[src/cobs_frame_decoder_with_checksum_assert.svh]
// ----------------------------------------------------------------------------
// COBS decoder assertion macros
// Shared concurrent assertion forms, clocked on clk and disabled in reset.
// ----------------------------------------------------------------------------
`ifndef COBS_FRAME_DECODER_WITH_CHECKSUM_ASSERT_SVH
`define COBS_FRAME_DECODER_WITH_CHECKSUM_ASSERT_SVH

// The consequent must hold in the same cycle as the antecedent.
`define COBS_ASSERT_NOW(lbl, ante, cons, msg) \
  lbl: assert property (@(posedge clk) disable iff (rst) (ante) |-> (cons)) \
    else $error(msg);

// The consequent must hold in the cycle after the antecedent.
`define COBS_ASSERT_NEXT(lbl, ante, cons, msg) \
  lbl: assert property (@(posedge clk) disable iff (rst) (ante) |=> (cons)) \
    else $error(msg);

`endif

[src/cobs_pkg.sv]
// ----------------------------------------------------------------------------
// COBS decoder package
// Types, status codes and constants shared by the decoder modules.
// ----------------------------------------------------------------------------
`timescale 1ns / 1ps

package cobs_pkg;

  localparam int MaxFrameDefault = 256;
  localparam int MinFrameBytes   = 4;
  localparam int FrameOverhead   = 3;
  localparam int CodePosW        = 9;

  typedef enum logic [1:0] {
    ST_OK       = 2'd0,
    ST_CHECKSUM = 2'd1,
    ST_SHORT    = 2'd2,
    ST_OVERRUN  = 2'd3
  } status_t;

  typedef struct packed {
    logic       is_frame_end;
    logic [7:0] data_byte;
    status_t    status;
    logic [7:0] payload_length;
  } result_t;

endpackage

[src/cobs_frame_decoder_with_checksum.sv]
// ----------------------------------------------------------------------------
// COBS frame decoder with checksum
// Strips COBS framing from received bytes and judges each frame at its zero
// delimiter.
// ----------------------------------------------------------------------------
// Line bytes enter on the rx_byte channel (in_valid, in_ready). Each accepted
// beat gives zero or one result beat on the output channel (out_valid,
// out_ready): a decoded data byte with is_frame_end low, or at a delimiter a
// frame-end beat with status and payload_length. Data bytes leave one byte
// late, so the checksum byte of a frame is never passed on.
// A beat is taken into an input register, decoded by the frame logic once the
// result register is free, and written to the result register, which offers
// the result to the receiver.
// One beat per cycle is sustained while out_ready stays high; the limit is the
// single decode step between the two registers.
// Reset clears the frame state and both registers; the next byte starts a
// new frame. When the receiver stalls, the result register holds its beat,
// the input register fills, and in_ready drops until out_ready returns.
// ----------------------------------------------------------------------------
`timescale 1ns / 1ps

module cobs_frame_decoder_with_checksum #(
  parameter int MAX_FRAME = cobs_pkg::MaxFrameDefault
) (
  input  logic       clk,
  input  logic       rst,
  input  logic       in_valid,
  output logic       in_ready,
  input  logic [7:0] rx_byte,
  output logic       out_valid,
  input  logic       out_ready,
  output logic       is_frame_end,
  output logic [7:0] data_byte,
  output logic [1:0] status,
  output logic [7:0] payload_length
);
  import cobs_pkg::*;

  logic       held;
  logic [7:0] held_data;
  logic       free;
  logic       take;
  logic       res_valid;
  result_t    res;
  result_t    res_q;

  assign take = held && free;

  cobs_in_reg u_in (
    .clk       (clk),
    .rst       (rst),
    .in_valid  (in_valid),
    .in_ready  (in_ready),
    .rx_byte   (rx_byte),
    .take      (take),
    .held      (held),
    .held_data (held_data)
  );

  cobs_core #(
    .MAX_FRAME (MAX_FRAME)
  ) u_core (
    .clk       (clk),
    .rst       (rst),
    .take      (take),
    .byte_in   (held_data),
    .res_valid (res_valid),
    .res       (res)
  );

  cobs_out_reg u_out (
    .clk       (clk),
    .rst       (rst),
    .load      (take && res_valid),
    .res       (res),
    .free      (free),
    .out_valid (out_valid),
    .out_ready (out_ready),
    .res_q     (res_q)
  );

  assign is_frame_end   = res_q.is_frame_end;
  assign data_byte      = res_q.data_byte;
  assign status         = res_q.status;
  assign payload_length = res_q.payload_length;

`include "cobs_frame_decoder_with_checksum_assert.svh"

  `COBS_ASSERT_NOW(a_stall_cause, !in_ready, held && out_valid && !out_ready, "input stalled without a blocked result")
  `COBS_ASSERT_NOW(a_len_only_ok, out_valid && (status != ST_OK || !is_frame_end), payload_length == 8'd0, "length set on a non-ok beat")
  `COBS_ASSERT_NEXT(a_delim_result, take && held_data == 8'd0, out_valid && is_frame_end, "delimiter gave no frame-end beat")

endmodule

[src/cobs_in_reg.sv]
// ----------------------------------------------------------------------------
// COBS decoder input register
// Holds one received beat until the decode stage takes it.
// ----------------------------------------------------------------------------
`timescale 1ns / 1ps

module cobs_in_reg (
  input  logic       clk,
  input  logic       rst,
  input  logic       in_valid,
  output logic       in_ready,
  input  logic [7:0] rx_byte,
  input  logic       take,
  output logic       held,
  output logic [7:0] held_data
);
  import cobs_pkg::*;

  logic valid_q;
  logic [7:0] data_q;

  assign in_ready  = !valid_q || take;
  assign held      = valid_q;
  assign held_data = data_q;

  always_ff @(posedge clk) begin
    if (rst) begin
      valid_q <= 1'b0;
    end else if (in_valid && in_ready) begin
      valid_q <= 1'b1;
    end else if (take) begin
      valid_q <= 1'b0;
    end
  end

  always_ff @(posedge clk) begin
    if (in_valid && in_ready) begin
      data_q <= rx_byte;
    end
  end

endmodule

[src/cobs_core.sv]
// ----------------------------------------------------------------------------
// COBS decoder core
// Frame state and the per-beat decode, checksum and frame-end judgment.
// ----------------------------------------------------------------------------
`timescale 1ns / 1ps

module cobs_core #(
  parameter int MAX_FRAME = cobs_pkg::MaxFrameDefault
) (
  input  logic             clk,
  input  logic             rst,
  input  logic             take,
  input  logic [7:0]       byte_in,
  output logic             res_valid,
  output cobs_pkg::result_t res
);
  import cobs_pkg::*;

  localparam int PosW = $clog2(MAX_FRAME);

  logic [PosW-1:0]     frame_position, frame_position_next;
  logic [CodePosW-1:0] next_code_position, next_code_position_next;
  logic [7:0]          running_sum, running_sum_next;
  logic [7:0]          held_byte, held_byte_next;
  logic                held_valid, held_valid_next;
  logic                overrun_flag, overrun_flag_next;

  logic [CodePosW-1:0] pos_ext;
  logic [7:0]          pos8;
  logic [7:0]          decoded;
  logic                at_code;

  assign pos_ext = CodePosW'(frame_position);
  assign pos8    = 8'(frame_position);
  assign at_code = (pos_ext == next_code_position);
  assign decoded = at_code ? 8'd0 : byte_in;

  always_comb begin
    frame_position_next     = frame_position;
    next_code_position_next = next_code_position;
    running_sum_next        = running_sum;
    held_byte_next          = held_byte;
    held_valid_next         = held_valid;
    overrun_flag_next       = overrun_flag;
    res_valid               = 1'b0;
    res                     = '0;
    res.status              = ST_OK;

    if (byte_in == 8'd0) begin
      res_valid        = 1'b1;
      res.is_frame_end = 1'b1;
      if (overrun_flag) begin
        res.status = ST_OVERRUN;
      end else if (32'(frame_position) + 32'd1 < 32'(MinFrameBytes)) begin
        res.status = ST_SHORT;
      end else if (running_sum != 8'd0) begin
        res.status = ST_CHECKSUM;
      end else begin
        res.status         = ST_OK;
        res.payload_length = pos8 + 8'd1 - 8'(FrameOverhead);
      end
      frame_position_next     = '0;
      next_code_position_next = '0;
      running_sum_next        = '0;
      held_byte_next          = '0;
      held_valid_next         = 1'b0;
      overrun_flag_next       = 1'b0;
    end else if (overrun_flag || (32'(frame_position) >= MAX_FRAME - 1)) begin
      overrun_flag_next = 1'b1;
    end else begin
      if (at_code) begin
        next_code_position_next = pos_ext + CodePosW'(byte_in);
      end
      if (frame_position != '0) begin
        if (held_valid) begin
          res_valid     = 1'b1;
          res.data_byte = held_byte;
        end
        held_byte_next   = decoded;
        held_valid_next  = 1'b1;
        running_sum_next = running_sum + decoded;
      end
      frame_position_next = frame_position + PosW'(1);
    end
  end

  always_ff @(posedge clk) begin
    if (rst) begin
      frame_position     <= '0;
      next_code_position <= '0;
      running_sum        <= '0;
      held_byte          <= '0;
      held_valid         <= 1'b0;
      overrun_flag       <= 1'b0;
    end else if (take) begin
      frame_position     <= frame_position_next;
      next_code_position <= next_code_position_next;
      running_sum        <= running_sum_next;
      held_byte          <= held_byte_next;
      held_valid         <= held_valid_next;
      overrun_flag       <= overrun_flag_next;
    end
  end

endmodule

[src/cobs_out_reg.sv]
// ----------------------------------------------------------------------------
// COBS decoder result register
// Holds one result beat for the receiver and reports when it can take more.
// ----------------------------------------------------------------------------
`timescale 1ns / 1ps

module cobs_out_reg (
  input  logic              clk,
  input  logic              rst,
  input  logic              load,
  input  cobs_pkg::result_t res,
  output logic              free,
  output logic              out_valid,
  input  logic              out_ready,
  output cobs_pkg::result_t res_q
);
  import cobs_pkg::*;

  logic valid_q;

  assign free      = !valid_q || out_ready;
  assign out_valid = valid_q;

  always_ff @(posedge clk) begin
    if (rst) begin
      valid_q <= 1'b0;
    end else if (load) begin
      valid_q <= 1'b1;
    end else if (out_ready) begin
      valid_q <= 1'b0;
    end
  end

  always_ff @(posedge clk) begin
    if (load) begin
      res_q <= res;
    end
  end

endmodule
[config.mk]
export PLATFORM = sky130hd
export DESIGN_NAME = cobs_frame_decoder_with_checksum
export DESIGN_NICKNAME = d
export VERILOG_FILES = /design/src/cobs_pkg.sv /design/src/cobs_frame_decoder_with_checksum.sv /design/src/cobs_in_reg.sv /design/src/cobs_core.sv /design/src/cobs_out_reg.sv
export VERILOG_INCLUDE_DIRS = /design/src /design/src/src
export SDC_FILE = /design/constraint.sdc
export NUM_CORES = 1
export LEC_CHECK = 0
export ABC_AREA = 1
export BUFFER_PORTS_ARGS = -buffer_cell sky130_fd_sc_hd__buf_2
export CAP_MARGIN = 20
export CORE_MARGIN = 2
export CORE_UTILIZATION = 30
export DETAILED_ROUTE_END_ITERATION = 16
export HOLD_SLACK_MARGIN = 0.1
export PLACE_DENSITY = 0.57
export SLEW_MARGIN = 20
export SYNTH_ARGS = -nofsm -noshare
export SYNTH_HDL_FRONTEND = slang
export SYNTH_SLANG_ARGS = --single-unit
[constraint.sdc]
create_clock -name clk -period 3.4 [get_ports clk]
set_input_delay 0.51 -clock clk [delete_from_list [all_inputs] [get_ports clk]]
set_output_delay 0.51 -clock clk [all_outputs]
set_load 0.1 [all_outputs]
==> results.yml <==
grt:
  antenna_found_initial: 0
  grt_pass1_vias: 2759
  grt_max_degree: 29
  grt_use_total_pct: 13.29
  grt_pass1_wl_mm: 13.46
  grt_overflow: 0
synth:
  synth_area_leaders: "edfxtp_1 (23%), dfxtp_1 (21%), nand2_1 (9.2%)"
  seq_area_frac_synth_pct: 43.65
  synth_compound_area_share_pct: 10.31
  ys_warn_count: 0
  yosys.area_share.simple_pct: 25.55
  synth-seq-cells: 64
  syn_area_per_cell_um2: 8.403
  async_flop_share_pct: 0
  synth_ff_type: "dfxtp_1"
  synth_cell_types: 40
  netlist_area_um2: 3555
  synthCells: 423
  syn-num-nets: 456
  synth_edf_count: 27
  synth_top_area_share_pct: 22.81
  synth_top_family_by_area: "simple AND/OR/NAND/NOR gates"
  synth-adder-area-share_pct: 7.814
  synthMuxAreaShare_pct: 0
  synthXorXnorAreaFrac_pct: 3.942
  synth_top_area_cell: "edfxtp_1"
worst_setup_path:
  cpMostUsedCell: "nand2_1"
  critPathMaxStageDelay_ps: 450
  r2r-end: "u_core.running_sum[6]"
  crit_type: "flip-flop to flip-flop"
  crit_slowest_cell: "dfxtp_1"
  ff2ff_path_depth: 19
  crit_end: "u_core.running_sum[6]"
  cp-end-kind: "flip-flop"
  critPathArrivalTime_ps: 3090
  worstSetupStartpointType: "flip-flop"
  rrSetupSlack_ps: 530
  crit_chain: "inv_1 > nor2_1 > nor3_1 > nand3_2 > inv_2 > nor2_1 > ha_1 > inv_1 > fa_1 > nand3b_1 > nand2_1 > nand2_1 > nand2_1 > a21oi_1 > and2_1 > o21ai_0 > nand2_1 > nand2_1 > inv_1"
  path_max_fanout: 8
  cp.required_ps: 3630
  cp-startpoint: "u_core.frame_position[3]"
  r2r_start: "u_core.frame_position[3]"
power_and_ir_drop:
  power_density_nw_per_um2: 486.0
  clkPwrFrac_pct: 45.5
  seq_power_share_pct: 41.7
  peakVddDrop_uv: 293.8
  total_power_w: 0.002020
  leakagePower_nw: 1.811
  internal-power_w: 0.001475
  pwr-share-comb_pct: 12.9
  p_sw_w: 0.0005445
  switching_share_pct: 26.96
timing:
  slew_viol_final: 0
  clock.fmax_ghz: 0.3486
  relSlewSlack_pct: 53.70
  finalHoldViolCount: 0
  finalSetupTns_ps: 0
  worstMarginPinSlew_ps: 693.8
  finClkSkew_ps: 6.679
  period_share_pct: 84.36
  finalCriticalPeriod_ps: 2868
  setup_viol: 0
  rsz0062_at_grt: "false"
placement:
  gp_congestion: 0.8763
  portBuffers: 32
  numPlacedInstances: 594
  postPlaceCellArea_um2: 3859
  hpwl_mm: 5.930
clocking:
  htree_levels: 3
  clockRootBuffer: "clkbuf_16"
  clock_latency_ps: 330
  cts_buffer_depth: 2
  numCtsBuffers: 9
  clk_pin_slew_ps: 60
  cts_tree: "yes"
  ctsHoldBuffers: 0
  cts_setup_buffers: 0
  cts_sinks: 64
  ctsResizeCount: 0
die:
  initial_utilization_pct: 31.00
  die-area_um2: 12740
  io_pins: 33
  fp.dieH_um: 112.9
  fp-row-count: 39
  coreArea_um2: 11470
  dieWidth_um: 112.9
layout:
  fin_area_um2: 4156
  final_core_util_pct: 36.25
  drive_above_1_share_pct: 19.91
  antennaDiodeCount: 0
  syn_to_final_growth_pct: 16.93
  fin_cells: 610
  nets: 495
  fillCellCount: 1181
routing:
  drtAntennaViolNets: 0
  via_count: 2789
  wl_per_cell_um: 12.84
  wl_mm: 7.832
  dr.pass1.iters: 4
  via_per_inst: 4.572
  dr.first_iter.drc_count: 173
  route.detailed.drc: 0
outcome:
  status: "finished, final reports clean"
run:
  maxCapViolations: 0
hold_path:
  hold_path_class: "input pin to flip-flop"
cell usage in the layout (no fill, tap or decap), types with 3 or more instances in the layout:
| master | n |
|---|---|
| buf_2 | 32 |
| xnor2_1 | 7 |
| nand3_2 | 5 |
| dfxtp_1 | 37 |
| o21ai_0 | 7 |
| edfxtp_1 | 27 |
| xor2_1 | 9 |
| inv_2 | 3 |
| nor2_1 | 39 |
| nand2_1 | 87 |
| inv_1 | 63 |
| a21oi_1 | 31 |
| a21oi_2 | 10 |
| nand2_2 | 13 |
| clkbuf_16 | 9 |
| o22ai_1 | 7 |
| ha_1 | 19 |
| nand4_1 | 6 |
| nand3_1 | 21 |
| clkinv_4 | 3 |
logic make-up (layout without fill, tap and decap cells):
family          Yosys count  in the layout
fa+ha+maj                21             21
compound gates           61             61
flops                    64             64
simple gates            188            188
buf+inv                  73            117
xor+xnor                 16             16
metrics by stage:
step | setup slack (ps) | hold WS (ps)
global placement | 591.8 | 454.3
finish | 531.6 | 353.6
global route | 210.0 | 350.6
floorplan | 658.8 | 443.7
CTS | 510.4 | 345.7
detailed placement | 541.6 | 453.8
power groups by stage:
| stage | logic, W | registers (W) | clock network (W) |
|---|---|---|---|
| 2_1_floorplan | 0.000200 | 0.000854 | 0 |
| 3_3_place_gp | 0.000257 | 0.000857 | 0 |
| 3_5_place_dp | 0.000261 | 0.000858 | 0 |
| 4_1_cts | 0.000262 | 0.000842 | 0.000932 |
| 5_1_grt | 0.000295 | 0.000845 | 0.000970 |
| 6_report | 0.000260 | 0.000842 | 0.000918 |
registers in the layout, summed over array words and instances (netlist names):
| register | flops |
|---|---|
| u_core.frame_position | 8 |
| u_core.overrun_flag | 1 |
| u_core.next_code_position | 9 |
| u_in.held | 1 |
| u_core.running_sum | 8 |
| u_out.res_q | 19 |
| u_core.held_valid | 1 |
| u_core.held_byte | 8 |
| u_out.out_valid | 1 |
| u_in.held_data | 8 |
routing by layer:
| layer | up-vias | wire [µm] | global-route usage [%] |
|---|---|---|---|
| li1 | 1458 | - | - |
| met1 | 1250 | 3782 | 18.18 |
| met2 | 74 | 3443 | 20.44 |
| met3 | 7 | 508 | 2.785 |
| met4 | 0 | 98 | 5.610 |
| met5 | - | 0 | 0 |
worst max-delay path: cells and delay by family, from the launching register on:
family                   cells  cell delay [ps]
adder cells (fa/ha/maj)      2              590
AO/OA/AOI/OAI                2              190
flip-flops                   1              450
AND/OR/NAND/NOR             11             1180
buffers and inverters        4              330
worst min-delay path by stage:
stage                   startpoint                   to  slack [ps]  cells past startpoint
2_1_floorplan  u_core.held_byte[0]  u_core.held_byte[0]         440                      2
3_3_place_gp   u_core.held_byte[5]  u_core.held_byte[5]         450                      2
3_5_place_dp   u_core.held_byte[1]  u_core.held_byte[1]         450                      2
4_1_cts                 rx_byte[1]    u_in.held_data[1]         350                      1
5_1_grt                 rx_byte[0]    u_in.held_data[0]         350                      1
6_report                rx_byte[1]    u_in.held_data[1]         350                      1
synthesized netlist by cell type, drive strengths merged (3+ instances only):
library cell and number:
nor3 3, inv 67, dfxtp 37, or2 3
a21oi 41, edfxtp 27, nor2 43, xor2 9
ha 19, clkbuf 3, o21ai 7, nand4 7
xnor2 7, o22ai 7, nand2 102, nand3 26
area by class of cell:
cell class | instances | area (µm²) | share of cell area, %
clock buffer | 9 | 225.2 | 5.418
clock inverter | 7 | 72.57 | 1.746
timing repair buffer | 33 | 167.7 | 4.034
inverter | 68 | 267.8 | 6.442
multi-input combinational | 286 | 1693 | 40.73
tap | 143 | 178.9 | 4.305
sequential | 64 | 1551 | 37.33
No activity file was read; power rests on OpenSTA's default activity.
